<file path="src/rtl/cafe_pkg.sv">
// Package for the 8-bit execute core: word types for both channels,
// operation codes and status flag bit positions. No dependencies.
package cafe_pkg;

    // Operation codes carried in the action field.
    localparam logic [4:0] ACT_ADC     = 5'd0;
    localparam logic [4:0] ACT_AND     = 5'd1;
    localparam logic [4:0] ACT_ASL_ACC = 5'd2;
    localparam logic [4:0] ACT_ASL_MEM = 5'd3;
    localparam logic [4:0] ACT_BIT     = 5'd4;
    localparam logic [4:0] ACT_CMP     = 5'd5;
    localparam logic [4:0] ACT_CPX     = 5'd6;
    localparam logic [4:0] ACT_CPY     = 5'd7;
    localparam logic [4:0] ACT_DEC     = 5'd8;
    localparam logic [4:0] ACT_DEX     = 5'd9;
    localparam logic [4:0] ACT_DEY     = 5'd10;
    localparam logic [4:0] ACT_CLC     = 5'd11;
    localparam logic [4:0] ACT_CLD     = 5'd12;
    localparam logic [4:0] ACT_CLI     = 5'd13;
    localparam logic [4:0] ACT_CLV     = 5'd14;
    localparam logic [4:0] ACT_BCC     = 5'd15;
    localparam logic [4:0] ACT_BCS     = 5'd16;
    localparam logic [4:0] ACT_BEQ     = 5'd17;
    localparam logic [4:0] ACT_BMI     = 5'd18;
    localparam logic [4:0] ACT_BNE     = 5'd19;
    localparam logic [4:0] ACT_BPL     = 5'd20;
    localparam logic [4:0] ACT_BVC     = 5'd21;
    localparam logic [4:0] ACT_BVS     = 5'd22;

    // Status register bit positions, NV-BDIZC layout.
    localparam int unsigned FLAG_C = 0;
    localparam int unsigned FLAG_Z = 1;
    localparam int unsigned FLAG_I = 2;
    localparam int unsigned FLAG_D = 3;
    localparam int unsigned FLAG_V = 6;
    localparam int unsigned FLAG_N = 7;

    typedef struct packed {
        logic [4:0]  action;
        logic [7:0]  operand;
        logic [15:0] address;
    } item_t;

    typedef struct packed {
        logic [7:0]  write_data;
        logic [15:0] write_address;
        logic        write_enable;
        logic        branch_taken;
        logic [7:0]  status;
        logic [7:0]  accumulator;
    } result_t;

endpackage

</file>
<file path="src/rtl/cpu8_alu_flag_execute_core.sv">
// Execute stage of an 8-bit processor: accumulator, X, Y and status flags.
// Depends on cafe_pkg for the word types, operation codes and flag positions.
//
// Usage: an operation word (action, operand byte, operand address) enters on
// the item channel and exactly one result word leaves on the result channel,
// in the same order. A word is taken at a rising edge where valid is high and
// stall is low. The result carries the store request (data, address, enable)
// for ASL memory and DEC, the branch condition for the eight branch actions,
// and the status and accumulator values after the operation.
//
// An item is captured in an input register, executed by one pass of 8-bit
// add, logic and flag logic, and the result lands in the output register.
// Throughput is one word per cycle while the receiver does not stall; the
// architectural registers are updated in the same cycle the word moves into
// the output register, so back-to-back words see each other's effects.
//
// Reset clears the accumulator, X, Y, the status register and both valid
// bits. When the receiver stalls, the output register holds its word, the
// input register fills, and then item_stall rises until the result is taken.
module cpu8_alu_flag_execute_core
(
    input  logic              clk,
    input  logic              rst_n,
    input  logic              item_valid,
    output logic              item_stall,
    input  cafe_pkg::item_t   item,
    output logic              result_valid,
    input  logic              result_stall,
    output cafe_pkg::result_t result
);
    import cafe_pkg::*;

    // Input register.
    logic  stage_valid_reg;
    item_t stage_reg;

    // Output register.
    logic    out_valid_reg;
    result_t out_reg;

    // Architectural state.
    logic [7:0] acc_reg;
    logic [7:0] x_reg;
    logic [7:0] y_reg;
    logic [7:0] flag_reg;

    logic [7:0] acc_next;
    logic [7:0] x_next;
    logic [7:0] y_next;
    logic [7:0] flag_next;
    result_t    out_next;

    logic advance;
    logic item_take;

    logic [8:0] sum;
    logic [8:0] diff;
    logic [7:0] cmp_src;
    logic [7:0] shift_src;
    logic [7:0] shift_res;
    logic [7:0] dec_src;
    logic [7:0] dec_res;
    logic [7:0] zn_val;
    logic       zn_load;

    // The output register can take a new word when it is empty or is being read.
    assign advance    = !out_valid_reg || !result_stall;
    assign item_stall = stage_valid_reg && !advance;
    assign item_take  = item_valid && !item_stall;

    assign result_valid = out_valid_reg;
    assign result       = out_reg;

    // Shared datapath pieces; the operand sources are picked by action.
    always_comb
    begin
        sum = {1'b0, acc_reg} + {1'b0, stage_reg.operand} + {8'd0, flag_reg[FLAG_C]};

        cmp_src = acc_reg;
        if (stage_reg.action == ACT_CPX)
        begin
            cmp_src = x_reg;
        end
        else if (stage_reg.action == ACT_CPY)
        begin
            cmp_src = y_reg;
        end
        diff = {1'b0, cmp_src} - {1'b0, stage_reg.operand};

        shift_src = (stage_reg.action == ACT_ASL_ACC) ? acc_reg : stage_reg.operand;
        shift_res = {shift_src[6:0], 1'b0};

        dec_src = stage_reg.operand;
        if (stage_reg.action == ACT_DEX)
        begin
            dec_src = x_reg;
        end
        else if (stage_reg.action == ACT_DEY)
        begin
            dec_src = y_reg;
        end
        dec_res = dec_src - 8'd1;
    end

    // Operation decode: next architectural state and the result word.
    always_comb
    begin
        acc_next  = acc_reg;
        x_next    = x_reg;
        y_next    = y_reg;
        flag_next = flag_reg;
        zn_val    = 8'd0;
        zn_load   = 1'b0;

        out_next               = '0;
        out_next.write_address = stage_reg.address;

        unique case (stage_reg.action)
            ACT_ADC:
            begin
                acc_next          = sum[7:0];
                flag_next[FLAG_C] = sum[8];
                flag_next[FLAG_V] = !(acc_reg[7] ^ stage_reg.operand[7])
                                    && (acc_reg[7] ^ sum[7]);
                zn_val            = sum[7:0];
                zn_load           = 1'b1;
            end
            ACT_AND:
            begin
                acc_next = acc_reg & stage_reg.operand;
                zn_val   = acc_reg & stage_reg.operand;
                zn_load  = 1'b1;
            end
            ACT_ASL_ACC, ACT_ASL_MEM:
            begin
                flag_next[FLAG_C] = shift_src[7];
                zn_val            = shift_res;
                zn_load           = 1'b1;
                if (stage_reg.action == ACT_ASL_ACC)
                begin
                    acc_next = shift_res;
                end
                else
                begin
                    out_next.write_data   = shift_res;
                    out_next.write_enable = 1'b1;
                end
            end
            ACT_BIT:
            begin
                flag_next[FLAG_Z] = (acc_reg & stage_reg.operand) == 8'd0;
                flag_next[FLAG_N] = stage_reg.operand[7];
                flag_next[FLAG_V] = stage_reg.operand[6];
            end
            ACT_CMP, ACT_CPX, ACT_CPY:
            begin
                flag_next[FLAG_C] = !diff[8];
                zn_val            = diff[7:0];
                zn_load           = 1'b1;
            end
            ACT_DEC:
            begin
                out_next.write_data   = dec_res;
                out_next.write_enable = 1'b1;
                zn_val                = dec_res;
                zn_load               = 1'b1;
            end
            ACT_DEX:
            begin
                x_next  = dec_res;
                zn_val  = dec_res;
                zn_load = 1'b1;
            end
            ACT_DEY:
            begin
                y_next  = dec_res;
                zn_val  = dec_res;
                zn_load = 1'b1;
            end
            ACT_CLC: flag_next[FLAG_C] = 1'b0;
            ACT_CLD: flag_next[FLAG_D] = 1'b0;
            ACT_CLI: flag_next[FLAG_I] = 1'b0;
            ACT_CLV: flag_next[FLAG_V] = 1'b0;
            ACT_BCC: out_next.branch_taken = !flag_reg[FLAG_C];
            ACT_BCS: out_next.branch_taken = flag_reg[FLAG_C];
            ACT_BEQ: out_next.branch_taken = flag_reg[FLAG_Z];
            ACT_BMI: out_next.branch_taken = flag_reg[FLAG_N];
            ACT_BNE: out_next.branch_taken = !flag_reg[FLAG_Z];
            ACT_BPL: out_next.branch_taken = !flag_reg[FLAG_N];
            ACT_BVC: out_next.branch_taken = !flag_reg[FLAG_V];
            ACT_BVS: out_next.branch_taken = flag_reg[FLAG_V];
            default:
            begin
                // Unused codes leave all state alone.
            end
        endcase

        if (zn_load)
        begin
            flag_next[FLAG_Z] = (zn_val == 8'd0);
            flag_next[FLAG_N] = zn_val[7];
        end

        out_next.status      = flag_next;
        out_next.accumulator = acc_next;
    end

    // Control and architectural state.
    always_ff @(posedge clk or negedge rst_n)
    begin
        if (!rst_n)
        begin
            stage_valid_reg <= 1'b0;
            out_valid_reg   <= 1'b0;
            acc_reg         <= 8'd0;
            x_reg           <= 8'd0;
            y_reg           <= 8'd0;
            flag_reg        <= 8'd0;
        end
        else
        begin
            if (advance)
            begin
                out_valid_reg <= stage_valid_reg;
            end
            if (!item_stall)
            begin
                stage_valid_reg <= item_valid;
            end
            if (advance && stage_valid_reg)
            begin
                acc_reg  <= acc_next;
                x_reg    <= x_next;
                y_reg    <= y_next;
                flag_reg <= flag_next;
            end
        end
    end

    // Payload registers.
    always_ff @(posedge clk)
    begin
        if (item_take)
        begin
            stage_reg <= item;
        end
        if (advance && stage_valid_reg)
        begin
            out_reg <= out_next;
        end
    end

endmodule
</file>
<file path="config.mk">
export PLATFORM = sky130hd
export DESIGN_NAME = cpu8_alu_flag_execute_core
export DESIGN_NICKNAME = d
export VERILOG_FILES = /design/src/rtl/cafe_pkg.sv /design/src/rtl/cpu8_alu_flag_execute_core.sv
export SDC_FILE = /design/constraint.sdc
export NUM_CORES = 1
export LEC_CHECK = 0
export BUFFER_PORTS_ARGS = -buffer_cell sky130_fd_sc_hd__buf_2
export CORE_MARGIN = 1
export CORE_UTILIZATION = 30
export CTS_BUF_LIST = sky130_fd_sc_hd__clkbuf_8 sky130_fd_sc_hd__clkbuf_16
export DETAILED_ROUTE_END_ITERATION = 12
export PLACE_DENSITY = 0.56
export REMOVE_ABC_BUFFERS = 1
export SLEW_MARGIN = 0
export SYNTH_ARGS = -nofsm -noshare
export SYNTH_HDL_FRONTEND = slang
export SYNTH_SLANG_ARGS = --single-unit
</file>
<file path="constraint.sdc">
create_clock -name clk -period 3.45 [get_ports clk]
set_input_delay 0.345 -clock clk [delete_from_list [all_inputs] [get_ports clk]]
set_output_delay 0.345 -clock clk [all_outputs]
set_load 0.1 [all_outputs]
</file>
==> results.json, run 1 <==
{
  "wirelength_um": 15300,
  "run_status": "finished clean",
  "maxCapViolCount": 0,
  "first_global_vias": 4268,
  "critical_path.cell_chain": "nor3b_2 -> buf_4 -> nand2_4 -> buf_4 -> mux2i_1 -> o21ai_2 -> buf_4 -> ha_1 -> nand2b_1 -> a21oi_1 -> or3_1 -> a31oi_2 -> xnor2_1 -> a2bb2oi_2 -> o211a_1 -> a21o_1",
  "fin_cells": 842,
  "postSynthCellCount": 521,
  "antennaDiodeCount": 0,
  "dieHeight_um": 137,
  "grt_start_max_net_pins": 56,
  "netlist_top_cells_count": "69 x sky130_fd_sc_hd__edfxtp_1, 63 x sky130_fd_sc_hd__nand2_1, 46 x sky130_fd_sc_hd__o21ai_0, 41 x sky130_fd_sc_hd__nor2_1, 32 x sky130_fd_sc_hd__dfrtp_1",
  "hold_viol": 0,
  "synth.top_cell.area_share_pct": 38.0,
  "share_comb_of_total_power_pct": 37.3,
  "die_area_sq_um": 18700,
  "cp_buf_inv_count": 3,
  "cp-end-kind": "flip-flop",
  "ys_async_sr_fraction_pct": 31.7,
  "num-nets-final": 666,
  "worst_skew_pair_later_pin_latency_ns": 0.36,
  "cp_max_fo": 8,
  "port_buffers": 74,
  "final.min_clock_period_ns": 3.28,
  "cellLeakagePower_nw": 2.66,
  "floorplan.io_pins": 77,
  "netlist-cell-type-count": 69,
  "synth_top_cells_by_area": "sky130_fd_sc_hd__edfxtp_1 38%, sky130_fd_sc_hd__dfrtp_1 15%, sky130_fd_sc_hd__nand2_1 4.3%",
  "slowest_delay_ns": 0.42,
  "detailroute.via_count": 4364,
  "commonest_register_cell_after_synthesis": "sky130_fd_sc_hd__edfxtp_1",
  "worst_slew_pin_slew_ns": 0.840,
  "worst_path_most_repeated_cell": "sky130_fd_sc_hd__buf_4",
  "path_class": "reg -> reg",
  "clock_group_share_of_total_power_pct": 23.2,
  "swShare_pct": 40.6,
  "finalCoreUtilization_pct": 37.5,
  "drc": 0,
  "power_switching_mw": 1.73,
  "syn_avg_cell_area_sq_um": 10.5,
  "floorplan.rows": 48,
  "finalCritPeriodShare_pct": 95.1,
  "setup-violations-final": 0,
  "power_density_nw_per_um2": 648,
  "yosys.cell_count.top_type": "sky130_fd_sc_hd__edfxtp_1",
  "floorplan.initialDensity_pct": 31.1,
  "detail_route.first_pass.iterations": 6,
  "floorplan.die.width_um": 137,
  "cp_data_arrival_time_ns": 3.39,
  "global_route.overflow_total": 0,
  "critical-path-slowest-cell": "sky130_fd_sc_hd__edfxtp_1",
  "peak_ir_drop_on_the_vdd_network_mv": 0.266,
  "clock_tree_from_tritoncts": "built",
  "worstHoldPathType": "in -> async",
  "fin_hold_ws_ns": 0.0961,
  "finClkSkew_ns": 0.00926,
  "design_power_total_mw": 4.26,
  "synth-edff-count": 69,
  "h-tree-depth": 3,
  "fillers": 1767,
  "mappedNetlistArea_sq_um": 5450,
  "post_drt_via_cell_ratio": 5.18,
  "final_max_slew_viol_count": 0,
  "grt_antenna_before_repair": 0,
  "max-slew-margin-rel_pct": 44.0,
  "wl_per_cell_um": 18.2,
  "cp_data_required_time_ns": 3.56,
  "largest_register_ff_count": 40,
  "dp_hpwl_um": 11300,
  "grt_first_pass_wirelength_um": 23800,
  "yosys_warnings": 0,
  "cp_top_family": "compound AO/OA/AOI/OAI gates",
  "postSynthRegisterBits": 101,
  "overall_fraction_of_global_route_tracks_in_use_pct": 17.1,
  "root_buffer": "sky130_fd_sc_hd__clkbuf_16",
  "dr.first_iter.drc_count": 419,
  "clock_sink_count": 101,
  "placed_cells": 824,
  "synthDominantAreaCellType": "sky130_fd_sc_hd__edfxtp_1",
  "yosysSeqAreaShare_pct": 52.7,
  "cts-hold-fix-buffers": 0,
  "power.share.sequential_pct": 39.5,
  "drtAntennaViolNets": 0,
  "cellInternalPower_mw": 2.53,
  "cts_made_buffers": 9,
  "drive_gt1_share_pct": 25.6,
  "place_congestion": 0.901,
  "worst_setup_path_start_kind": "flip-flop",
  "placeableCoreArea_sq_um": 17500,
  "cts.path.max_buffers": 2,
  "clk_pin_slew_ns": 0.07,
  "area.growth.synth_to_final_pct": 20.6,
  "fmax_mhz": 305
}
-- per-layer routing --
layer  vias up  track usage (%)  part of all wire [%]
li1       2101                -                     -
met1      2058             22.6                    45
met2       178             26.2                    45
met3        27             4.15                   7.8
met4         0             7.94                   2.7
met5         -                0                     0
-- path summary, 6_finish.rpt --
| kind | startpoint | to | slack, ns | depth (start not counted) |
|---|---|---|---|---|
| min in group clk | item[16] | stage_reg[16]$_DFFE_PP_ | 0.16 | 1 |
| max reg2reg | stage_reg[28]$_DFFE_PP_ | result[9]$_DFFE_PP_ | 0.17 | 16 |
| max | stage_reg[28]$_DFFE_PP_ | result[9]$_DFFE_PP_ | 0.17 | 16 |
| min | rst_n | acc_reg[2]$_DFFE_PN0P_ | 0.1 | 1 |
| min reg2reg | out_next[18]$_DFFE_PP_ | result[18]$_DFFE_PP_ | 0.42 | 0 |
| max in group asynchronous | rst_n | flag_reg[7]$_DFFE_PN0P_ | 2.83 | 1 |
-- power by group through the flow --
stage                     combinational [mW]  sequential, mW  clock [mW]
after floorplan                        0.754            2.03           0
after global placement                  1.50            1.70           0
after detailed placement                1.51            1.70           0
after CTS                               1.53            1.68        1.02
after global routing                    1.73            1.70        1.06
final                                   1.59            1.68       0.988
-- area by class of cell --
type / instances / area, sq um / share of cell area (%)
multi-input cells: 374 / 2440 / 37.2
repair buffers: 106 / 618 / 9.40
clock buffers: 9 / 225 / 3.43
inverters: 20 / 75.1 / 1.14
well taps: 225 / 282 / 4.28
flip-flops and latches: 101 / 2870 / 43.7
clock inverters: 7 / 57.6 / 0.876
-- cells by family after synthesis --
logic type,Yosys count,synth area share (%)
and+or+nand+nor,185,16.8
AOI/OAI and AO/OA,135,15.8
DFF,101,52.7
buffers and inverters,47,3.88
adders and majority gates,21,5.23
xor gates and xnor gates,16,2.71
muxes,15,2.85
other,1,0.0688
-- layout by cell type, fill, tap and decap left out, types with 5 or more instances in the layout --
| master | n |
|---|---|
| sky130_fd_sc_hd__nor2_1 | 39 |
| sky130_fd_sc_hd__inv_1 | 19 |
| sky130_fd_sc_hd__o22ai_1 | 7 |
| sky130_fd_sc_hd__a21oi_1 | 19 |
| sky130_fd_sc_hd__nor4_1 | 5 |
| sky130_fd_sc_hd__nand2_1 | 62 |
| sky130_fd_sc_hd__mux2i_1 | 10 |
| sky130_fd_sc_hd__nand2b_1 | 9 |
| sky130_fd_sc_hd__ha_1 | 17 |
| sky130_fd_sc_hd__o21ai_1 | 9 |
| sky130_fd_sc_hd__o21ai_0 | 43 |
| sky130_fd_sc_hd__xnor2_1 | 10 |
| sky130_fd_sc_hd__dfrtp_1 | 32 |
| sky130_fd_sc_hd__nor3_2 | 7 |
| sky130_fd_sc_hd__edfxtp_1 | 69 |
| sky130_fd_sc_hd__nand3_1 | 12 |
| sky130_fd_sc_hd__nor3_1 | 18 |
| sky130_fd_sc_hd__clkbuf_16 | 9 |
| sky130_fd_sc_hd__a31oi_1 | 9 |
| sky130_fd_sc_hd__buf_2 | 74 |
| sky130_fd_sc_hd__buf_4 | 30 |
-- stage by stage --
stage,cell area (sq um),worst slack (ns),setup TNS (ns)
detailed placement,6190,-0.120,-0.163
finish,6570,0.168,0
global placement,6190,0.0121,0
floorplan,5320,-0.501,-1.74
CTS,6490,0.00687,0
global route,6570,-0.0157,-0.0232
-- repair_timing --
| action | CTS | global route |
|---|---|---|
| pin swaps | 0 | 11 |
| endpoints found under the hold margin | 0 | 0 |
| endpoints found under the setup margin | 3 | 6 |
| buffers inserted | 0 | 3 |
| resized for setup | 3 | 21 |
Note: power is estimated with default switching activity, not from simulation.
==> run 2: changes to the inputs <==
- PLACE_DENSITY: 0.56 -> not set
- PLACE_DENSITY_LB_ADDON: not set -> 0.25
==> run 2 against run 1 <==
Combinational power is essentially flat. Clock skew about the same. Count of clock-buffer cells in the layout did not move. Non-clock buffer count rose by 5. Critical path type unchanged. Cell count increased by 0.59%. Via count rose by 2.0%. Critical endpoint is now result[15]$_DFFE_PP_. Utilization about the same. Routed wire length shrank 0.44%. First-iteration DRC count shrank 3.1%.
==> results.json, run 2 (synthesized netlist as in run 1, its figures left out) <==
{
  "wl_per_cell_um": 18.0,
  "worstHoldPathType": "in -> async",
  "detail_route.first_pass.iterations": 5,
  "cp_data_arrival_time_ns": 3.38,
  "num-nets-final": 671,
  "finalCritPeriodShare_pct": 95.7,
  "floorplan.initialDensity_pct": 31.1,
  "share_comb_of_total_power_pct": 37.3,
  "overall_fraction_of_global_route_tracks_in_use_pct": 16.8,
  "cp-end-kind": "flip-flop",
  "place_congestion": 0.870,
  "r2r_start": "stage_reg[27]$_DFFE_PP_",
  "drtAntennaViolNets": 0,
  "mostFrequentLayoutCell": "sky130_fd_sc_hd__buf_2",
  "maxCapViolCount": 0,
  "floorplan.die.width_um": 137,
  "clock_tree_from_tritoncts": "built",
  "dp_worst_setup_slack_ns": -0.0847,
  "floorplan.rows": 48,
  "multi_input_area_sq_um": 2420,
  "global_route.overflow_total": 0,
  "hold_viol": 0,
  "setup-violations-final": 0,
  "area.growth.synth_to_final_pct": 20.6,
  "cp_max_fo": 12,
  "path_class": "reg -> reg",
  "dr.first_iter.drc_count": 406,
  "r2r_setup_slack_ns": 0.15,
  "first_global_vias": 4161,
  "max-slew-margin-rel_pct": 42.4,
  "regArea_sq_um": 2870,
  "detailroute.via_count": 4453,
  "port_buffers": 74,
  "run_status": "finished clean",
  "endpoint": "result[15]$_DFFE_PP_",
  "worst_skew_pair_later_pin_latency_ns": 0.35,
  "power.share.sequential_pct": 40.2,
  "cellInternalPower_mw": 2.51,
  "dp_hpwl_um": 11000,
  "antennaDiodeCount": 0,
  "grt_start_max_net_pins": 56,
  "final_max_slew_viol_count": 0,
  "cts.path.max_buffers": 2,
  "regToRegEndpoint": "result[15]$_DFFE_PP_",
  "dieHeight_um": 137,
  "fillers": 1779,
  "final.min_clock_period_ns": 3.30,
  "mostFrequentLayoutCells": "74 x sky130_fd_sc_hd__buf_2, 69 x sky130_fd_sc_hd__edfxtp_1, 62 x sky130_fd_sc_hd__nand2_1",
  "rsz0062_at_grt": "yes",
  "drive_gt1_share_pct": 25.2,
  "wirelength_um": 15300,
  "design_power_total_mw": 4.19,
  "grt_first_pass_wirelength_um": 23400,
  "timing.final.ws_setup_ns": 0.150,
  "root_buffer": "sky130_fd_sc_hd__clkbuf_16",
  "post_drt_via_cell_ratio": 5.26,
  "power_density_nw_per_um2": 637,
  "cts_made_buffers": 9,
  "worst_setup_path_start_kind": "flip-flop",
  "swShare_pct": 40.0,
  "die_area_sq_um": 18700,
  "worst_slew_pin_slew_ns": 0.863,
  "drc": 0,
  "worst_setup_path_startpoint": "stage_reg[27]$_DFFE_PP_",
  "peak_ir_drop_on_the_vdd_network_mv": 0.304,
  "cp_data_required_time_ns": 3.53,
  "power_switching_mw": 1.67,
  "clock_sink_count": 101,
  "grt_antenna_before_repair": 0,
  "floorplan.io_pins": 77,
  "h-tree-depth": 3,
  "placeableCoreArea_sq_um": 17500,
  "largest_register_ff_count": 40,
  "r2r_cells": 17,
  "fmax_mhz": 303,
  "cts-hold-fix-buffers": 0,
  "finClkSkew_ns": 0.00909,
  "cellLeakagePower_nw": 2.69,
  "clock_group_share_of_total_power_pct": 22.5,
  "clk_pin_slew_ns": 0.07
}
-- run 2: metal layers --
layer	share of wire (%)	track usage, %
met5	0	0
met4	2.5	6.47
met3	7.0	4.37
met2	45	25.5
met1	46	22.9
-- run 2: what timing repair did --
| item | 4_1_cts | 5_1_grt |
|---|---|---|
| pin swaps | 1 | 11 |
| resized for setup | 3 | 15 |
| setup buffers | 0 | 2 |
| setup endpoints to repair | 5 | 6 |
-- run 2: layout make-up --
type                    count  share of cell area, %
repair buffers            111                   10.0
inverters                  20                   1.14
clock buffers               9                   3.43
clock inverters             7                  0.666
flip-flops and latches    101                   43.7
multi-input cells         374                   36.8
well taps                 225                   4.28
-- run 2: worst min path at each step --
stage / end / startpoint / slack [ns] / cells past startpoint
floorplan: acc_reg[0]$_DFFE_PN0P_ / rst_n / 0.05 / 0
global placement: result[20]$_DFFE_PP_ / out_next[20]$_DFFE_PP_ / 0.40 / 0
detailed placement: result[22]$_DFFE_PP_ / out_next[22]$_DFFE_PP_ / 0.41 / 0
CTS: acc_reg[0]$_DFFE_PN0P_ / rst_n / 0.11 / 1
global route: x_reg[2]$_DFFE_PN0P_ / rst_n / 0.14 / 1
finish: y_reg[2]$_DFFE_PN0P_ / rst_n / 0.09 / 1
-- run 2: power by group through the flow --
stage / Clock, mW / Sequential (mW) / Combinational, mW
floorplan: 0 / 2.03 / 0.754
global placement: 0 / 1.71 / 1.50
detailed placement: 0 / 1.70 / 1.52
CTS: 0.974 / 1.68 / 1.53
global route: 1.01 / 1.70 / 1.69
finish: 0.941 / 1.68 / 1.56
-- run 2: critical path, stage by stage (launching register included) --
cell and delay (ns):
sky130_fd_sc_hd__edfxtp_1 0.40, sky130_fd_sc_hd__buf_4 0.19, sky130_fd_sc_hd__inv_1 0.07, sky130_fd_sc_hd__nand3b_1 0.13, sky130_fd_sc_hd__nor2_2 0.16, sky130_fd_sc_hd__buf_6 0.14
sky130_fd_sc_hd__buf_6 0.13, sky130_fd_sc_hd__nand2_1 0.07, sky130_fd_sc_hd__o21ai_0 0.10, sky130_fd_sc_hd__ha_1 0.29, sky130_fd_sc_hd__o21ai_0 0.15, sky130_fd_sc_hd__a21oi_1 0.08
sky130_fd_sc_hd__or3_1 0.37, sky130_fd_sc_hd__a31oi_2 0.19, sky130_fd_sc_hd__xnor2_1 0.10, sky130_fd_sc_hd__a2bb2oi_2 0.16, sky130_fd_sc_hd__o211a_1 0.20, sky130_fd_sc_hd__o21ai_1 0.08
-- run 2: per-stage QoR --
step	hold WS [ns]	utilization, %	TNS, ns	cells	instance area, sq um
6_report	0.0896	37.5	0	847	6580
5_1_grt	0.139	37.5	-0.138	847	6580
4_1_cts	0.111	37.1	0	845	6510
3_5_place_dp	0.405	35.5	-0.182	829	6230
3_3_place_gp	0.401	35.5	-0.0843	829	6230
2_1_floorplan	0.0494	-	-1.74	495	5320
==> run 3: changes to the inputs <==
- CORE_UTILIZATION: 30 -> 43
==> run 3 against run 2 <==
Design area fell by 1.2%. Clock skew is essentially flat. Power grew 1.4%. Via count is 0.70% higher. Sequential power barely moved. Count of clock-buffer cells in the layout is the same. Highest routed layer unchanged.
==> results.json, run 3 (synthesized netlist as in run 1, its figures left out) <==
{
  "cp-end-kind": "flip-flop",
  "h-tree-depth": 3,
  "largest_register_ff_count": 40,
  "cts_made_buffers": 9,
  "clock_tree_from_tritoncts": "built",
  "power.share.sequential_pct": 39.6,
  "finClkSkew_ns": 0.00896,
  "drtAntennaViolNets": 0,
  "floorplan.initialDensity_pct": 44.8,
  "design_power_total_mw": 4.25,
  "worst_skew_pair_later_pin_latency_ns": 0.36,
  "floorplan.rows": 40,
  "peak_ir_drop_on_the_vdd_network_mv": 0.388,
  "clock_group_share_of_total_power_pct": 23.8,
  "wl_per_cell_um": 18.7,
  "final_area_sq_um": 6500,
  "cts.path.max_buffers": 2,
  "area.growth.synth_to_final_pct": 19.2,
  "r2r_setup_slack_ns": 0.06,
  "worstHoldPathType": "in -> async",
  "wirelength_um": 14700,
  "first_global_vias": 4232,
  "global_route.overflow_total": 0,
  "rsz0062_at_grt": "yes",
  "maxCapViolCount": 0,
  "drc": 0,
  "hold_viol": 0,
  "fin_hold_ws_ns": 0.0786,
  "max-slew-margin-rel_pct": 46.1,
  "overall_fraction_of_global_route_tracks_in_use_pct": 23.5,
  "grt_first_pass_wirelength_um": 22800,
  "detail_route.first_pass.iterations": 5,
  "path_class": "reg -> reg",
  "grt_antenna_before_repair": 0,
  "worst_setup_path_start_kind": "flip-flop",
  "cellLeakagePower_nw": 2.68,
  "dp_worst_setup_slack_ns": -0.200,
  "swShare_pct": 40.4,
  "mostFrequentLayoutCell": "sky130_fd_sc_hd__buf_2",
  "drive_gt1_share_pct": 25.2,
  "fmax_mhz": 295,
  "port_buffers": 74,
  "cp_max_fo": 8,
  "floorplan.die.width_um": 115,
  "place_area_sq_um": 6140,
  "root_buffer": "sky130_fd_sc_hd__clkbuf_16",
  "slowest_delay_ns": 0.42,
  "placeableCoreArea_sq_um": 12200,
  "floorplan.io_pins": 77,
  "clk_pin_slew_ns": 0.08,
  "cp_top_family": "compound AO/OA/AOI/OAI gates",
  "run_status": "finished clean",
  "antennaDiodeCount": 0,
  "dieHeight_um": 115,
  "final.min_clock_period_ns": 3.39,
  "post_drt_via_cell_ratio": 5.69,
  "final_max_slew_viol_count": 0,
  "worst_path_most_repeated_cell": "sky130_fd_sc_hd__buf_4",
  "place_congestion": 0.908,
  "critical_path.cell_chain": "nor3b_2 -> buf_4 -> nand2_4 -> buf_4 -> mux2i_1 -> o21ai_1 -> buf_4 -> ha_1 -> nand2b_1 -> a21oi_1 -> or3_1 -> a31oi_1 -> xnor2_1 -> a2bb2oi_2 -> o211a_1 -> o21ai_1",
  "die_area_sq_um": 13100,
  "num-nets-final": 669,
  "cp_buf_inv_count": 3,
  "cp_data_required_time_ns": 3.54,
  "grt_start_max_net_pins": 48,
  "setup-violations-final": 0,
  "clock_sink_count": 101,
  "dp_hpwl_um": 10600,
  "dr.first_iter.drc_count": 369,
  "detailroute.via_count": 4484,
  "cts-hold-fix-buffers": 0,
  "timing.final.ws_setup_ns": 0.0565,
  "critical-path-slowest-cell": "sky130_fd_sc_hd__edfxtp_1",
  "power_density_nw_per_um2": 654,
  "power_switching_mw": 1.72,
  "mostFrequentLayoutCells": "74 x sky130_fd_sc_hd__buf_2, 69 x sky130_fd_sc_hd__edfxtp_1, 62 x sky130_fd_sc_hd__nand2_1",
  "cellInternalPower_mw": 2.53,
  "share_comb_of_total_power_pct": 36.6,
  "worst_slew_pin_slew_ns": 0.809,
  "cp_data_arrival_time_ns": 3.49,
  "finalCritPeriodShare_pct": 98.4
}
## run 3: power by group through the flow
stage / registers (mW) / logic (mW) / clock network [mW]
after floorplan: 2.03 / 0.754 / 0
after global placement: 1.70 / 1.48 / 0
after detailed placement: 1.70 / 1.50 / 0
after CTS: 1.68 / 1.52 / 1.03
after global routing: 1.70 / 1.68 / 1.07
final: 1.68 / 1.55 / 1.01
## run 3: final timing paths
| check | end | start | depth (start not counted) |
|---|---|---|---|
| max in group asynchronous | flag_reg[7]$_DFFE_PN0P_ | rst_n | 1 |
| min | acc_reg[0]$_DFFE_PN0P_ | rst_n | 1 |
| max reg2reg | result[15]$_DFFE_PP_ | stage_reg[27]$_DFFE_PP_ | 16 |
| min in group clk | out_next[29]$_DFFE_PP_ | item[11] | 1 |
| max | result[15]$_DFFE_PP_ | stage_reg[27]$_DFFE_PP_ | 16 |
| min reg2reg | result[33]$_DFFE_PP_ | out_next[33]$_DFFE_PP_ | 0 |
## run 3: metrics by stage
stage               setup TNS, ns  instances  util [%]
floorplan                   -1.74        495         -
global placement           -0.130        769      50.5
detailed placement         -0.652        769      50.5
CTS                             0        785      53.1
global route               -0.398        788      53.4
finish                          0        788      53.4
## run 3: final cells by class
type	count	area [sq um]
fill	1072	5670
sequential	101	2870
multi-input combinational	374	2410
inverter	20	75.1
tap	168	210
clock inverter	7	68.8
timing repair buffer	109	637
clock buffer	9	225
## run 3: per-layer routing
layer / wire [um] / GRT usage, % / vias to the layer above
met4: 279 / 10.7 / 0
li1: - / - / 2102
met3: 1340 / 4.24 / 25
met5: 0 / 0 / -
met1: 6310 / 32.0 / 2107
met2: 6780 / 36.6 / 250
## run 3: what timing repair did
action	in CTS	in global routing
endpoints found under the setup margin	6	5
pin swaps	3	9
resized for setup	6	7
setup buffers	0	3
